## src/hw/rtl/spr_pkg.sv

```systemverilog
package spr_pkg;

    // action codes of a request beat
    localparam logic [2:0] ACT_INIT = 3'd0;
    localparam logic [2:0] ACT_INS  = 3'd1;
    localparam logic [2:0] ACT_DATA = 3'd2;
    localparam logic [2:0] ACT_GET  = 3'd3;
    localparam logic [2:0] ACT_DEL  = 3'd4;
    localparam logic [2:0] ACT_READ = 3'd5;

    // response status codes
    localparam logic [1:0] ST_OK    = 2'd0;
    localparam logic [1:0] ST_FULL  = 2'd1;
    localparam logic [1:0] ST_NOREC = 2'd2;
    localparam logic [1:0] ST_IGN   = 2'd3;

    // command queue between front and back
    localparam int CQ_DEPTH = 2;
    localparam int CQ_PW    = 1;
    localparam int CQ_CW    = 2;

    typedef struct packed {
        logic [2:0]  action;
        logic [12:0] record_size;
        logic [7:0]  data_byte;
        logic [9:0]  slot_index;
        logic [11:0] byte_address;
    } req_t;

    typedef struct packed {
        logic [1:0]  status;
        logic [9:0]  assigned_slot;
        logic [11:0] found_offset;
        logic [12:0] found_size;
        logic [7:0]  read_value;
    } rsp_t;

    typedef enum logic [2:0] {
        OP_INIT,
        OP_INS,
        OP_DATA,
        OP_GET,
        OP_DEL,
        OP_READ,
        OP_NONE
    } op_t;

    typedef struct packed {
        op_t  op;
        req_t req;
    } cmd_t;

    typedef struct packed {
        logic valid;
        cmd_t cmd;
    } cq_head_t;

    typedef enum logic [3:0] {
        B_IDLE,
        B_READ_WAIT,
        B_GET_WAIT,
        B_SCR,
        B_CMP_RD,
        B_CMP_WAIT,
        B_MOVE,
        B_CHECK,
        B_SRCH_RD,
        B_SRCH_WAIT,
        B_COMMIT
    } bstate_t;

endpackage

```

## src/hw/rtl/spr_cmd_fifo.sv

```systemverilog
module spr_cmd_fifo (
    input  logic              clk,
    input  logic              rst_n,
    input  logic              push,
    input  spr_pkg::cmd_t     cmd,
    output logic              full,
    input  logic              pop,
    output spr_pkg::cq_head_t head
);

    spr_pkg::cmd_t            entry_reg [spr_pkg::CQ_DEPTH];
    logic [spr_pkg::CQ_PW-1:0] wptr_reg, wptr_next;
    logic [spr_pkg::CQ_PW-1:0] rptr_reg, rptr_next;
    logic [spr_pkg::CQ_CW-1:0] count_reg, count_next;

    // entry storage
    always_ff @(posedge clk)
    begin
        if (push)
        begin
            entry_reg[wptr_reg] <= cmd;
        end
    end

    // pointers and fill level
    always_comb
    begin
        wptr_next  = wptr_reg;
        rptr_next  = rptr_reg;
        count_next = count_reg;
        if (push)
        begin
            wptr_next = wptr_reg + spr_pkg::CQ_PW'(1);
        end
        if (pop)
        begin
            rptr_next = rptr_reg + spr_pkg::CQ_PW'(1);
        end
        if (push && !pop)
        begin
            count_next = count_reg + spr_pkg::CQ_CW'(1);
        end
        else if (pop && !push)
        begin
            count_next = count_reg - spr_pkg::CQ_CW'(1);
        end
    end

    always_ff @(posedge clk or negedge rst_n)
    begin
        if (!rst_n)
        begin
            wptr_reg  <= '0;
            rptr_reg  <= '0;
            count_reg <= '0;
        end
        else
        begin
            wptr_reg  <= wptr_next;
            rptr_reg  <= rptr_next;
            count_reg <= count_next;
        end
    end

    assign full       = (count_reg == spr_pkg::CQ_CW'(spr_pkg::CQ_DEPTH));
    assign head.valid = (count_reg != '0);
    assign head.cmd   = entry_reg[rptr_reg];

endmodule

```

## config.mk

```make
export PLATFORM = sky130hd
export DESIGN_NAME = spr_cmd_fifo
export DESIGN_NICKNAME = d
export VERILOG_FILES = /design/src/hw/rtl/spr_pkg.sv /design/src/hw/rtl/spr_cmd_fifo.sv
export SDC_FILE = /design/constraint.sdc
export NUM_CORES = 1
export LEC_CHECK = 0
export BUFFER_PORTS_ARGS = -buffer_cell sky130_fd_sc_hd__buf_2
export CORE_MARGIN = 3
export CORE_UTILIZATION = 56
export DETAILED_ROUTE_END_ITERATION = 8
export PLACE_DENSITY = 0.85
export SYNTH_ARGS = -nofsm -noshare
export SYNTH_HDL_FRONTEND = slang
export SYNTH_SLANG_ARGS = --single-unit
export TNS_END_PERCENT = 5
```

## constraint.sdc

```tcl
create_clock -name clk -period 7.5 [get_ports clk]
set_clock_uncertainty 0.15 [all_clocks]
set_input_delay 0.375 -clock clk [delete_from_list [all_inputs] [get_ports clk]]
set_output_delay 0.375 -clock clk [all_outputs]
set_load 0.02 [all_outputs]
```

**Yosys cells after proc, flatten, opt, wreduce, memory -nomap -nowiden**

Memory sizes are Yosys's and may differ from the RTL's.
Cells that the tools add are included.

- Register bits after elaboration: 4
- Latch bits: 0
- RAM bits: 98
- ROM bits: 0
- Bits of input ports: 53
- Output and inout port bits: 51
- Word-level logic and storage cells: 19
- Memories kept: 1

- $add $sub $neg: 4
- $mul: 0
- Divide/modulo/power cells: 0
- Order comparisons: 0
- Eq/ne operators: 1
- Shift-type cells: 0
- Muxes and demuxes: 4
- Bitwise operators: 0
- Reduce and logical (&&, ||, !) cells: 6

Memories:

| name | depth | width | rd ports | clocked after memory_dff | wr ports | line | text |
|---|---|---|---|---|---|---|---|
| entry_reg | 2 | 49 | 1 | 0 | 1 | spr_cmd_fifo.sv:11 | `spr_pkg::cmd_t entry_reg [spr_pkg::CQ_DEPTH];` |

Operator list:

| kind | count |
|---|---|
| 2-to-1 mux 2 bit | 2 |
| nonzero test 2 bit | 2 |
| adder 1 bit, second input constant | 2 |
| adder 2 x 1 -> 2 bit, second input constant | 1 |
| equality test 2 bit, second input constant | 1 |
| logical AND 1 bit | 2 |
| zero test 1 bit | 2 |
| 2-to-1 mux 1 bit | 2 |
| subtractor 2 x 1 -> 2 bit, second input constant | 1 |

**Longest topological paths before layout**

Gate-level depths: netlist (run 1).

- Depth in word-level cells: 4
- Mapped depth: 5
- Gate-level depth less buffers: 5

**Least setup slack after synthesis (run 1)**

OpenSTA, ideal clock, no wires.

- Kind: register to register
- Start: register wptr_reg
- End: memory entry_reg[0][0] (netlist bit), enable pin
- Library setup time: 0.462 ns
- Data arrival time: 2.588 ns
- Required time: 6.888 ns
- Slack: 4.300 ns
- Stages on the path, launching flop included: 2
- Path buffers: 0
- Clock period less this slack: 3.200 ns
- Cell sequence: dfrtp_1 nor2b_1

RTL lines:

| element | line | text |
|---|---|---|
| start, declared | spr_cmd_fifo.sv:12 | `logic [spr_pkg::CQ_PW-1:0] wptr_reg, wptr_next;` |
| start signal, assigned | spr_cmd_fifo.sv:59 | `wptr_reg <= wptr_next;` |
| end, declared | spr_cmd_fifo.sv:11 |  |

Straight into the memory's write port.

==> results of run 1 <==
[cell usage after synthesis (all sizes together)]
cell / instances / area [sq um]
and2: 1 / 6.26
buf: 6 / 111
dfrtp: 4 / 100
edfxtp: 98 / 2940
ha: 1 / 12.5
inv: 1 / 3.75
mux2: 49 / 736
nor2: 1 / 3.75
nor2b: 2 / 12.5
or2: 1 / 6.26
xnor2: 1 / 8.76
xor2: 4 / 35.0
[what timing repair did]
item,in CTS,in global routing
hold buffers,1,0
resized for setup,0,0
endpoints found under the hold margin,4,0
setup endpoints to repair,0,0
[logic make-up after synthesis]
group | share of synthesized area
xor+xnor | 0.0110
buf+inv | 0.0289
mux | 0.185
simple gates | 0.00723
fa+ha+maj | 0.00314
flops | 0.765
[final cells by class]
type,count,share of cell area
clock buffers,9,0.0262
clock inverters,7,0.0151
inverters,1,0.000793
multi-input cells,60,0.175
flip-flops and latches,102,0.643
well taps,96,0.0254
repair buffers,106,0.114
[routing by layer]
layer	up-vias	track usage	share of wire
met3	7	0.0483	0.071
met2	73	0.251	0.50
met4	0	0.0536	0.010
met5	-	0	0
met1	900	0.188	0.42
li1	881	-	-
[through the flow]
step	utilization	instance area [sq um]
6_report	0.693	4740
5_1_grt	0.693	4740
4_1_cts	0.693	4740
3_5_place_dp	0.663	4530
3_3_place_gp	0.663	4530
2_1_floorplan	-	3980
[power by group]
group	leakage (nW)	internal [mW]	switching, mW
Sequential	0.965	0.757	0.106
Combinational	0.873	0.298	0.291
Clock	0.0953	0.155	0.174
Total	1.93	1.21	0.571
[final timing paths]
kind | to | from | depth (start not counted) | slack, ps
worst max-delay path | head[2] | rptr_reg | 2 | 5030
worst min-delay path | entry_reg[0][28] | cmd[28] | 1 | 60
worst max register to register | entry_reg[0][12] | wptr_reg | 2 | 5710
worst min register to register | count_reg[1] | count_reg[1] | 1 | 350
max in group asynchronous | rptr_reg | rst_n | 2 | 6830
min in group asynchronous | count_reg[1] | rst_n | 2 | 230
[critical path, cell delays in order (launching register included)]
cell and delay (ps):
dfrtp_4 1030, mux2_4 360, buf_2 160
==> impl_results.md, run 1 <==
- Slew margin rel.: 0.384
- Slew Viols, Final: 0
- Syn Nets: 223
- Non-filler cells, final: 381
- Die width: 90.3 microns
- Mapped cell area: 3980 sq um
- Tmin final: 2470 ps
- Final Hold Fails: 0
- Setup WS post-layout: 5030 ps
- Layout cells sized above 1: 0.604
- Later-pin clock latency in the skew report: 330 ps
- Detail Route Antenna Nets: 0
- # rows: 30
- DRT Pass-1 Iters: 4
- Actual slew at the worst max-slew pin: 925 ps
- Synth unique cells: 13
- Vias in the first global route: 1952
- Worst Setup End Kind: output pin
- Global Route Usage Sum: 0.151
- Multi-input gate area: 830 sq um
- IO Pins: 104
- CTS Sinks: 102
- 1st-iter DRT viols: 122
- Max Fclk: 405 MHz
- CP Data Arrival Time: 1950 ps
- Largest net degree at the start of global routing: 51
- Post-Syn Area per Cell: 23.5 sq um
- Core Footprint: 6830 sq um
- DRC: 0
- Most frequent cells in the layout: 103 x buf_2, 98 x edfxtp_1, 49 x mux2_4
- Crit path kind: flop to output pin
- PortBufs: 103
- Setup violators final: 0
- Diodes inserted: 0
- Worst hold slack: 59.7 ps
- Max IR drop VDD: 0.343 mV
- Setup WS pre-CTS: 5400 ps
- Syn Inst Count: 169
- Crit Path Max Fanout: 50
- Num CTS Buffers: 9
- Clock-pin slew reported for the worst setup and hold paths after clock tree synthesis: 100 ps
- #FFs+latches synth: 102
- P&R area growth vs syn: 19.0%
- Number of flip-flops in the largest register: 98
- Tcrit/Tclk final: 0.330
- Hold Path Class: input port to flop
- Placed cell count: 364
- Root cell of the clock tree: clkbuf_8
- First-pass GRT wire length: 9580 microns
- Routability Congestion: 0.691
- CTS H-Tree Depth: 3
- CTS tree: done
- Remaining Overflow, GRT: 0
- Fillers: 470
- Initial antenna violation count: 0
- RSZ-0062 raised after global routing: false
- Final TNS setup: 0 ps
- Max-cap viol count: 0
- Startpoint Class: flop
- Most common cell after layout, fill and taps aside: buf_2
- Leak Pwr: 1.93 nW
- Initial cell density of the core: 0.582
- Die area: 8150 sq um
- Sequential share of the synthesized area: 0.765
- Final total power: 1.78 mW
- Final #Nets: 334
- Routed wire per std cell: 15.7 microns
- Yosys warns: 0
- Req. time, crit path: 6970 ps
- Postcts setup bufs: 0
- Vias: 1861
- Status: finished clean
- Post-Route WL: 5970 microns
- Maximum clock path buffer count: 2
- Pwr Density: 376 nW/um^2
- Via density: 4.88
- Storage element area: 3050 sq um
- Die Height: 90.3 microns
(Power assumes the default switching activity.)
==> inputs of run 2 (changes only) <==
- ABC_AREA: default -> 1
- CORE_UTILIZATION: 56 -> 52
- PLACE_DENSITY: 0.85 -> 0.8
- clock period: 7.5 -> 2.52 ns (I/O delays scaled with it)
==> run 2 against run 1 <==
  * Sequential cell count did not move
  * Area after synthesis rose by 0.44%
  * Combinational power rose to 3.4 times the previous value
  * Hold slack improved by 280 ps
==> impl_results.md, run 2 <==
- Met2 wire length: 3450 microns (+16%)
- Setup violators final: 0 (unchanged)
- Final HPWL DP: 4110 microns
- Vias: 2086 (+12%)
- CTS tree: done
- Leak Pwr: 2.20 nW (+14%)
- R2R depth: 2 (unchanged)
- Crit Path Max Fanout: 29 (-42%)
- Remaining Overflow, GRT: 0 (unchanged)
- P&R area growth vs syn: 33.8%
- Setup WS pre-CTS: 744 ps (-4660 ps)
- Switching Share: 0.317 (-0.00316)
- Via density: 4.68 (-4.2%)
- Routed wire per std cell: 15.0 microns (-4.2%)
- Post-synth ARST share: 0.0392 (unchanged)
- Post-synth EDFFs: 98 (unchanged)
- Diodes inserted: 0 (unchanged)
- CTS H-Tree Depth: 3 (unchanged)
- Met3 WL: 458 microns (+8.8%)
- Most common flop cell mapped by yosys: edfxtp_1
- Detail Route Antenna Nets: 0 (unchanged)
- Actual slew at the worst max-slew pin: 536 ps (-389 ps)
- Root cell of the clock tree: clkbuf_8
- Initial cell density of the core: 0.542 (-0.0401)
- Vias in the first global route: 2084 (+6.8%)
- Post-synth top area share: 0.736 (-0.00324)
- RSZ-0062 raised after global routing: false
- Final #Nets: 396 (+19%)
- DRT met1 WL: 2700 microns (+7.4%)
- DP Area: 4600 sq um (+1.4%)
- #FFs+latches synth: 102 (unchanged)
- Status: finished clean
- Hold Path Class: input port to flop
- Max-cap viol count: 0 (unchanged)
- Final TNS setup: 0 ps (unchanged)
- Int Power: 3.78 mW (+210%)
- Pwr Density: 1040 nW/um^2 (+180%)
- Postcts setup bufs: 0 (unchanged)
- Sequential share of the synthesized area: 0.761 (-0.00335)
- DRT Pass-1 Iters: 5 (+1)
- Num CTS Buffers: 9 (unchanged)
- Post-Route WL: 6690 microns (+12%)
- Die Height: 93.7 microns (+3.7%)
- Part of the power in registers: 0.442 (-0.042)
- Combinational Power Share: 0.360 (+0.029)
- FF-to-FF Start: wptr_reg
- Core Footprint: 7370 sq um (+7.9%)
- Max IR drop VDD: 0.603 mV (+76%)
- Syn Nets: 232 (+4.0%)
- CP Data Arrival Time: 1870 ps (-80 ps)
- Mapped cell area: 4000 sq um (+0.44%)
- CTS Sinks: 102 (unchanged)
- Initial antenna violation count: 0 (unchanged)
- CTS resizes: 0 (unchanged)
- 1st-iter DRT viols: 88 (-28%)
- Worst Setup End Kind: output pin
- Non-filler cells, final: 446 (+17%)
- Tcrit/Tclk final: 0.852
- Die area: 8770 sq um (+7.6%)
- Tmin final: 2150 ps
- Clock share of power: 0.198 (+0.013)
- Top Metal Used: met4
- CP peak stage delay: 710 ps (-320 ps)
- Most common cell after layout, fill and taps aside: buf_2
- Hold Crit Start: cmd[38]
- Hold-fix buffer count after cts: 53 (+52)
- Clock-pin slew reported for the worst setup and hold paths after clock tree synthesis: 100 ps (about the same)
- Setup WS post-layout: 373 ps (-4660 ps)
- DRC: 0 (unchanged)
- Maximum clock path buffer count: 2 (unchanged)
- Hold Path End: entry_reg[1][38]
- Hold Path Depth: 2 (+1)
- Most frequent cell after synthesis: edfxtp_1
- Synth unique cells: 13 (unchanged)
- Routability Congestion: 0.659 (-4.6%)
- Critical R2R Capture: entry_reg[0][10]
- Layout cells sized above 1: 0.499 (-0.105)
- Yosys warns: 0 (unchanged)
- Syn Inst Count: 178 (+5.3%)
- Synth area leader: edfxtp_1
- Cells along the critical path: buf_12 > mux2_4 > buf_2
- Final Hold Fails: 0 (unchanged)
- Placed cell count: 377 (+3.6%)
- IO Pins: 104 (unchanged)
- First-pass GRT wire length: 10300 microns (+7.6%)
- Slew margin rel.: 0.642 (+0.259)
- Most frequent cells after synthesis: 98 x edfxtp_1, 49 x mux2_4, 7 x inv_1
- Flop2flop setup slack: 880 ps (-4830 ps)
- # rows: 31 (+3.3%)
- Number of flip-flops in the largest register: 98 (unchanged)
- Die width: 93.7 microns (+3.7%)
- P_sw: 1.76 mW (+210%)
- Largest net degree at the start of global routing: 34 (-33%)
- Crit path kind: flop to output pin
- Later-pin clock latency in the skew report: 340 ps (about the same)
- Most frequent cells in the layout: 103 x buf_2, 98 x edfxtp_1, 53 x dlygate4sd3_1
- Worst hold slack: 345 ps (+285 ps)
- Req. time, crit path: 2240 ps (-4730 ps)
- Slew Viols, Final: 0 (unchanged)
- Slowest CP cell: dfrtp_4
- Max Fclk: 466 MHz
- Post-Syn Area per Cell: 22.5 sq um (-4.6%)
- Startpoint Class: flop
- Final Instance Area: 5350 sq um (+13%)
- PortBufs: 103 (unchanged)
- Synth area leaders: edfxtp_1 74%, mux2_4 18%, buf_12 2.5%, dfrtp_1 2.5%, inv_1 0.66%
- Global Route Usage Sum: 0.156 (+0.00481)
run 2: cell type report:
class / instances / area [sq um]
Sequential cell: 102 / 3050
Multi-Input combinational cell: 63 / 823
Clock buffer: 9 / 124
Fill cell: 463 / 2020
Clock inverter: 7 / 96.3
Inverter: 7 / 26.3
Tap cell: 99 / 124
Timing Repair Buffer: 159 / 1110
run 2: worst max-delay path by stage:
stage,to,depth (start not counted),from
2_1_floorplan,entry_reg[0][0],1,wptr_reg
3_3_place_gp,head[17],3,rptr_reg
3_5_place_dp,head[17],3,rptr_reg
4_1_cts,head[17],3,rptr_reg
5_1_grt,head[10],3,rptr_reg
6_report,head[10],3,rptr_reg
run 2: cell families after synthesis:
group,count (synthesis),share of synthesized area
fa+ha+maj,1,0.00313
mux,49,0.184
xor+xnor,3,0.00658
buf+inv,13,0.0344
flops,102,0.761
simple gates,10,0.0103
run 2: power groups by stage:
stage          clock, mW  combinational (mW)  sequential, mW
2_1_floorplan          0                1.66            2.37
3_3_place_gp           0                1.94            2.47
3_5_place_dp           0                1.96            2.49
4_1_cts             1.12                2.02            2.45
5_1_grt             1.19                2.12            2.48
6_report            1.09                2.00            2.45
run 2: per-stage QoR:
step,utilization,power [mW]
3_5_place_dp,0.624,4.45
5_1_grt,0.725,5.79
2_1_floorplan,-,4.03
3_3_place_gp,0.624,4.40
4_1_cts,0.725,5.59
6_report,0.725,5.54
run 2: critical path, delay by kind of cell, from the launching register on:
kind	cells	cell delay, ps
DFF	1	710
buffers and inverters	2	460
muxes	1	330
run 2: metal layers:
| layer | up-vias | track usage |
|---|---|---|
| met5 | - | 0 |
| met4 | 0 | 0.0614 |
| met3 | 8 | 0.0377 |
| met2 | 72 | 0.266 |
| met1 | 1000 | 0.193 |
| li1 | 1006 | - |
